<file path="config.mk">
export PLATFORM = sky130hd
export DESIGN_NAME = bf3_ctrl
export DESIGN_NICKNAME = d
export VERILOG_FILES = /design/src/rtl/core/bf3_pkg.sv /design/src/rtl/core/bf3_ctrl.sv
export SDC_FILE = /design/constraint.sdc
export NUM_CORES = 1
export LEC_CHECK = 0
export BUFFER_PORTS_ARGS = -buffer_cell sky130_fd_sc_hd__clkbuf_2
export CORE_UTILIZATION = 56
export DETAILED_ROUTE_END_ITERATION = 10
export PLACE_DENSITY_LB_ADDON = 0.08
export SLEW_MARGIN = 10
export SYNTH_ARGS = -nofsm -noshare
export SYNTH_HDL_FRONTEND = slang
export SYNTH_SLANG_ARGS = --single-unit
</file>
<file path="constraint.sdc">
create_clock -name clk -period 3.7 [get_ports clk]
set_input_delay 0.74 -clock clk [delete_from_list [all_inputs] [get_ports clk]]
set_output_delay 0.74 -clock clk [all_outputs]
set_load 0.05 [all_outputs]
</file>
<file path="src/rtl/core/bf3_pkg.sv">
package bf3_pkg;

  localparam int CH_BITS    = 16;
  localparam int PIX_W      = 3 * CH_BITS;
  localparam int SQ_W       = 2 * CH_BITS;
  localparam int D2_W       = SQ_W + 2;
  localparam int D2_SHIFT   = 14;
  localparam int LUT_SIZE   = 256;
  localparam int LUT_BITS   = 8;
  localparam int W_BITS     = 16;
  localparam int ACC_W      = CH_BITS + W_BITS + 4;
  localparam int WS_W       = 19;
  localparam int POS_W      = 16;
  localparam int ROW_W      = 11;
  localparam int HGT_W      = 12;
  localparam int CFG_W      = 12;
  localparam int MAX_HEIGHT = 2048;
  localparam int CNT_W      = 5;
  localparam int NUM_TAPS   = 9;

  localparam logic [3:0] TAP_CENTRE = 4'd4;
  localparam logic [CNT_W-1:0] TAP_LAST_CNT = CNT_W'(NUM_TAPS + 1);

  localparam logic [W_BITS-1:0] SP_CENTRE = 16'd32768;
  localparam logic [W_BITS-1:0] SP_EDGE   = 16'd19875;
  localparam logic [W_BITS-1:0] SP_CORNER = 16'd12055;

  localparam logic CFG_FRAME_WIDTH  = 1'b0;
  localparam logic CFG_FRAME_HEIGHT = 1'b1;

  typedef logic [W_BITS-1:0] lut_t [LUT_SIZE];

  function automatic lut_t build_lut();
    lut_t        t;
    logic [95:0] acc;
    acc = 96'd1 << 32;
    for (int n = 0; n < LUT_SIZE; n++) begin
      t[n] = W_BITS'((acc + (96'd1 << 16)) >> 17);
      acc  = (acc * 96'd3979475378 + (96'd1 << 31)) >> 32;
    end
    return t;
  endfunction

  localparam lut_t RANGE_LUT = build_lut();

  typedef enum logic [3:0] {
    S_IDLE, S_RD, S_LD, S_PICK, S_SETUP, S_TAPS, S_DINIT, S_DIV, S_LOAD, S_OUT
  } state_t;

  typedef struct packed {
    logic       accept;
    logic       rd;
    logic       ld;
    logic       ctr_load;
    logic       issue;
    logic       div_start;
    logic       div_step;
    logic       out_load;
    logic       yi;
    logic       xi;
    logic [3:0] tap;
    logic       last;
  } cmd_t;

  typedef struct packed {
    logic r_nz;
    logic r_last;
    logic c_nz;
    logic c_last;
  } stat_t;

endpackage

</file>
<file path="src/rtl/core/bf3_ctrl.sv">
module bf3_ctrl (
  input  logic           clk,
  input  logic           rst_n,
  input  logic           in_valid,
  output logic           in_stall,
  input  logic           out_stall,
  input  bf3_pkg::stat_t stat,
  output bf3_pkg::cmd_t  cmd
);
  import bf3_pkg::*;

  state_t           state_r, state_nxt;
  logic [2:0]       ridx_r, ridx_nxt;
  logic [CNT_W-1:0] cnt_r, cnt_nxt;
  logic [3:0]       mask;
  logic [3:0]       higher;

  always_comb begin
    for (int i = 0; i < 4; i++) begin
      mask[i] = ((i / 2) == 1 ? stat.r_last : stat.r_nz) &&
                ((i % 2) == 1 ? stat.c_last : stat.c_nz);
    end
    higher = (mask >> ridx_r[1:0]) >> 1;
  end

  always_ff @(posedge clk) begin
    if (!rst_n) begin
      state_r <= S_IDLE;
      ridx_r  <= '0;
      cnt_r   <= '0;
    end else begin
      state_r <= state_nxt;
      ridx_r  <= ridx_nxt;
      cnt_r   <= cnt_nxt;
    end
  end

  always_comb begin
    state_nxt = state_r;
    ridx_nxt  = ridx_r;
    cnt_nxt   = cnt_r;
    case (state_r)
      S_IDLE: begin
        ridx_nxt = '0;
        if (in_valid) state_nxt = S_RD;
      end
      S_RD: state_nxt = S_LD;
      S_LD: state_nxt = S_PICK;
      S_PICK: begin
        if (ridx_r[2]) begin
          state_nxt = S_IDLE;
        end else if (mask[ridx_r[1:0]]) begin
          state_nxt = S_SETUP;
        end else begin
          ridx_nxt = ridx_r + 3'd1;
        end
      end
      S_SETUP: begin
        cnt_nxt   = '0;
        state_nxt = S_TAPS;
      end
      S_TAPS: begin
        cnt_nxt = cnt_r + CNT_W'(1);
        if (cnt_r == TAP_LAST_CNT) state_nxt = S_DINIT;
      end
      S_DINIT: begin
        cnt_nxt   = '0;
        state_nxt = S_DIV;
      end
      S_DIV: begin
        cnt_nxt = cnt_r + CNT_W'(1);
        if (cnt_r == CNT_W'(CH_BITS - 1)) state_nxt = S_LOAD;
      end
      S_LOAD: state_nxt = S_OUT;
      S_OUT: begin
        if (!out_stall) begin
          ridx_nxt  = ridx_r + 3'd1;
          state_nxt = S_PICK;
        end
      end
      default: state_nxt = S_IDLE;
    endcase
  end

  always_comb begin
    cmd      = '0;
    cmd.yi   = ridx_r[1];
    cmd.xi   = ridx_r[0];
    cmd.tap  = cnt_r[3:0];
    cmd.last = (higher == 4'd0);
    in_stall = (state_r != S_IDLE);
    case (state_r)
      S_IDLE:  cmd.accept = in_valid;
      S_RD:    cmd.rd = 1'b1;
      S_LD:    cmd.ld = 1'b1;
      S_SETUP: begin
        cmd.ctr_load = 1'b1;
        cmd.tap      = TAP_CENTRE;
      end
      S_TAPS:  cmd.issue = (cnt_r < CNT_W'(NUM_TAPS));
      S_DINIT: cmd.div_start = 1'b1;
      S_DIV:   cmd.div_step = 1'b1;
      S_LOAD:  cmd.out_load = 1'b1;
      default: cmd.issue = 1'b0;
    endcase
  end

endmodule

</file>
## After elaboration in Yosys (flattened, before gate mapping)

Cells that the tools add are included.

- Register bits: 12
- Bits of input ports: 8
- Output and inout port bits: 16
- Word-level logic and storage cells: 64

- Add/subtract/negate cells: 2
- Order comparisons: 2
- Equal/unequal tests: 18
- Shift operators: 1
- Multiplexer cells: 23
- Reductions and logical operators: 14

Operator list:

| operator | count |
|---|---|
| $pmux 4 s10 | 1 |
| $mux 4 | 7 |
| $eq 4x3->1 const B | 4 |
| $ne 2x2->1 const B | 6 |
| $eq 5x4->1 const B | 2 |
| $pmux 5 s2 | 1 |
| $mux 1 | 9 |
| $mux 3 | 3 |
| $pmux 3 s3 | 1 |
| $eq 4x2->1 const B | 2 |
| $eq 4x4->1 const B | 2 |
| $logic_not 4->1 | 2 |
| $add 5x1->5 const B | 1 |
| $lt 5x4->1 const B | 1 |
| $reduce_and 5->1 | 1 |
| $eq 4x1->1 const B | 1 |
| $logic_and 1x1->1 | 4 |
| $reduce_and 4->1 | 1 |
| $reduce_bool 4->1 | 1 |
| $reduce_or 2->1 | 2 |
| $shr 4x2->4 | 1 |
| $add 3x1->3 const B | 1 |
| $lt 2x3->1 const B | 1 |
| $ne 3x3->1 const B | 1 |
| 4 further kinds | 4 |

## Logic depth before layout (Yosys ltp)

- Depth in word-level cells: 6
- Mapped depth: 7

## Worst setup path after synthesis

Ideal clock, no wire load.

- Kind: reg2out
- Start: register state_r[3]
- End: output cmd[1] in the netlist's numbering
- Arrival time: 1905 ps
- Data required time: 2960 ps
- Slack: 1055 ps
- Cell stages (with the launch flop): 6
- Buffers on the path: 2
- Cell sequence: dfxtp_1 > buf_2 > nand2b_1 > buf_2 > nor3_2 > nor2_1

RTL lines:

| item | line | source |
|---|---|---|
| start: declaration | bf3_ctrl.sv:12 | `state_t state_r, state_nxt;` |
| start signal: assignment | bf3_ctrl.sv:32 | `state_r <= state_nxt;` |
| end: declaration | bf3_ctrl.sv:8 | `output bf3_pkg::cmd_t cmd` |

==> results.py <==
metrics = {
    "outcome": {
        "status": "completed",
    },
    "floorplanning": {
        "rows": 14,
        "die_h_um": 44.1,
        "coreArea_um2": 1580,
        "chipWidth_um": 44.1,
        "die_area_um2": 1940,
        "initial_utilization_pct": 62.9,
        "io_pins": 24,
    },
    "power": {
        "powerDensity_nw_per_um2": 520,
        "peakVddDrop_v": 0.000266,
        "cellLeakagePower_nw": 0.450,
        "total_power_mw": 0.561,
    },
    "timing": {
        "worst_pin_slew_ns": 0.612,
        "min_period_ns": 2.76,
        "setup_tns_ns": 0,
        "setup_viol": 0,
        "final_max_slew_viol_count": 0,
        "finalCritPeriodShare_pct": 74.5,
        "fin_worst_skew_ns": 0.00596,
        "holdWs_ns": 0.524,
        "fmax_mhz": 363,
        "rsz0062_at_grt": "false",
        "relSlewSlack_pct": 59.2,
        "hold_viol_final": 0,
    },
    "clock_tree": {
        "clock_sinks": 12,
        "post_cts_resized": 0,
        "postCtsHoldBufs": 0,
        "cts_setup_buffers": 0,
        "worstSkewPairLatency_ns": 0.27,
        "cts_root_buffer": "clkbuf_4",
        "clk_pin_slew_ns": 0.07,
        "h-tree-depth": 1,
        "clock_path_buffers": 2,
        "tritoncts": "done",
        "cts_buffers": 3,
    },
    "yosys": {
        "synth-edff-count": 0,
        "synth_area_um2": 991,
        "synth-compound-area-share_pct": 19.1,
        "syn_avg_cell_area_um2": 8.26,
        "yosysSeqAreaShare_pct": 24.2,
        "async_flop_share_pct": 0,
        "yosysTopAreaCellShare_pct": 24.2,
        "synth_xor_area_share_pct": 0.884,
        "synthMostInstantiatedCell": "dfxtp_1",
        "syn_inst": 120,
        "ys.flop_type": "dfxtp_1",
        "ys_ff_latch": 12,
        "synth_top_family_by_area": "simple AND/OR/NAND/NOR gates",
        "ys_top_cells_by_count": "dfxtp_1, nand2_1, nor2b_1",
        "synth.area.top_cells": "dfxtp_1, mux2i_1, ha_1",
        "muxShareOfSynthArea_pct": 7.20,
        "synth_warnings": 0,
        "synth_fa_ha_area_share_pct": 5.05,
        "yosysTopAreaCell": "dfxtp_1",
        "syn_nets": 132,
        "ys_types": 43,
        "synth_simple_gate_area_share_pct": 34.7,
    },
    "layout": {
        "fill_cells": 138,
        "nNetsFinal": 149,
        "syn_to_final_growth_pct": 8.97,
        "fin_area_um2": 1080,
        "antennaDiodeCount": 0,
        "drive_gt1_share_pct": 25.9,
    },
    "routing": {
        "drc": 0,
        "num_vias": 915,
        "drtIter0Drc": 13,
        "wl_per_cell_um": 12.8,
        "ant_nets": 0,
        "post_drt_via_cell_ratio": 6.06,
        "postRouteWirelength_um": 1930,
        "drtPass1Iterations": 6,
    },
    "setup_path": {
        "worstPathRequired_ns": 2.96,
        "crit_path_end_kind": "output pin",
        "rrSetupSlack_ns": 1.85,
        "cp_max_fo": 18,
        "crit_arrival_ns": 2.02,
        "path_class": "reg -> out",
        "start_kind": "register",
    },
    "grt": {
        "grt_first_pass_wirelength_um": 3340,
        "track_usage_pct": 22.7,
        "antenna_found_initial": 0,
        "gr-total-overflow": 0,
        "grt_pass1_vias": 778,
        "grt_max_degree": 21,
    },
    "placement": {
        "gp_congestion": 0.843,
        "dpl-instance-area_um2": 1060,
        "numPortBuffers": 23,
        "dp_hpwl_um": 1430,
    },
    "hold_path": {
        "hold_class": "reg -> reg",
    },
    "job": {
        "cap_violations": 0,
    },
}
[cells by family (layout without fill, tap and decap cells)]
group,count (synthesis),count (layout)
and+or+nand+nor,54,54
AOI/OAI and AO/OA,26,26
buffers and inverters,16,31
DFF,12,12
muxes,7,7
adders and majority gates,4,4
xor gates and xnor gates,1,1
[final timing paths]
| check | to | cells after the start | start |
|---|---|---|---|
| setup / recovery | cmd[3] | 4 | state_r[2] |
| hold reg to reg | ridx_r[1] | 2 | ridx_r[1] |
| setup reg to reg | state_r[0] | 7 | cnt_r[0] |
| hold / removal | ridx_r[1] | 2 | ridx_r[1] |
[where the power goes]
group / internal [mW] / leakage (nW) / switching, mW
Clock: 0.0377 / 0.0138 / 0.0441
Sequential: 0.141 / 0.0973 / 0.0473
Combinational: 0.106 / 0.339 / 0.185
[cell usage in the layout (no fill, tap or decap), drive strengths merged, types with 2 or more instances in the layout]
master,instances
clkbuf,26
dfxtp,12
nand2,11
nor2b,7
o21ai,7
mux2i,6
inv,5
nor2,5
a21oi,5
nand3,5
nor3,5
nor3b,4
and3,4
ha,4
nand2b,3
and4bb,3
o31ai,2
o22ai,2
[registers in the layout (all words and copies together), names as in the netlist]
| register | flops |
|---|---|
| cnt_r | 5 |
| ridx_r | 3 |
| state_r | 4 |
[per-stage QoR]
stage	util, %	worst slack [ns]	std cells
after floorplan	-	1.05	120
final	68.5	0.944	151
after CTS	68.5	0.946	151
after global placement	67.1	1.33	148
after detailed placement	67.1	1.27	148
after global routing	68.5	0.785	151
[final cells by class]
cell class	instances	area (µm²)	area share (%)
well taps	16	20.0	1.85
inverters	5	18.8	1.74
flip-flops and latches	12	240	22.2
clock buffers	3	22.5	2.09
multi-input cells	92	663	61.4
repair buffers	23	115	10.7
[routing by layer]
| metal | share of wire, % | global-route usage [%] |
|---|---|---|
| met1 | 50 | 32.0 |
| met2 | 43 | 32.9 |
| met3 | 4.9 | 4.08 |
| met4 | 2.0 | 12.1 |
| met5 | 0 | 0 |
[critical path, stage by stage (launching register included)]
cell	delay [ns]
dfxtp_1	0.66
nand2b_1	0.36
nor3_2	0.30
or2_2	0.16
clkbuf_2	0.26
No activity file was read; power rests on OpenSTA's default activity.
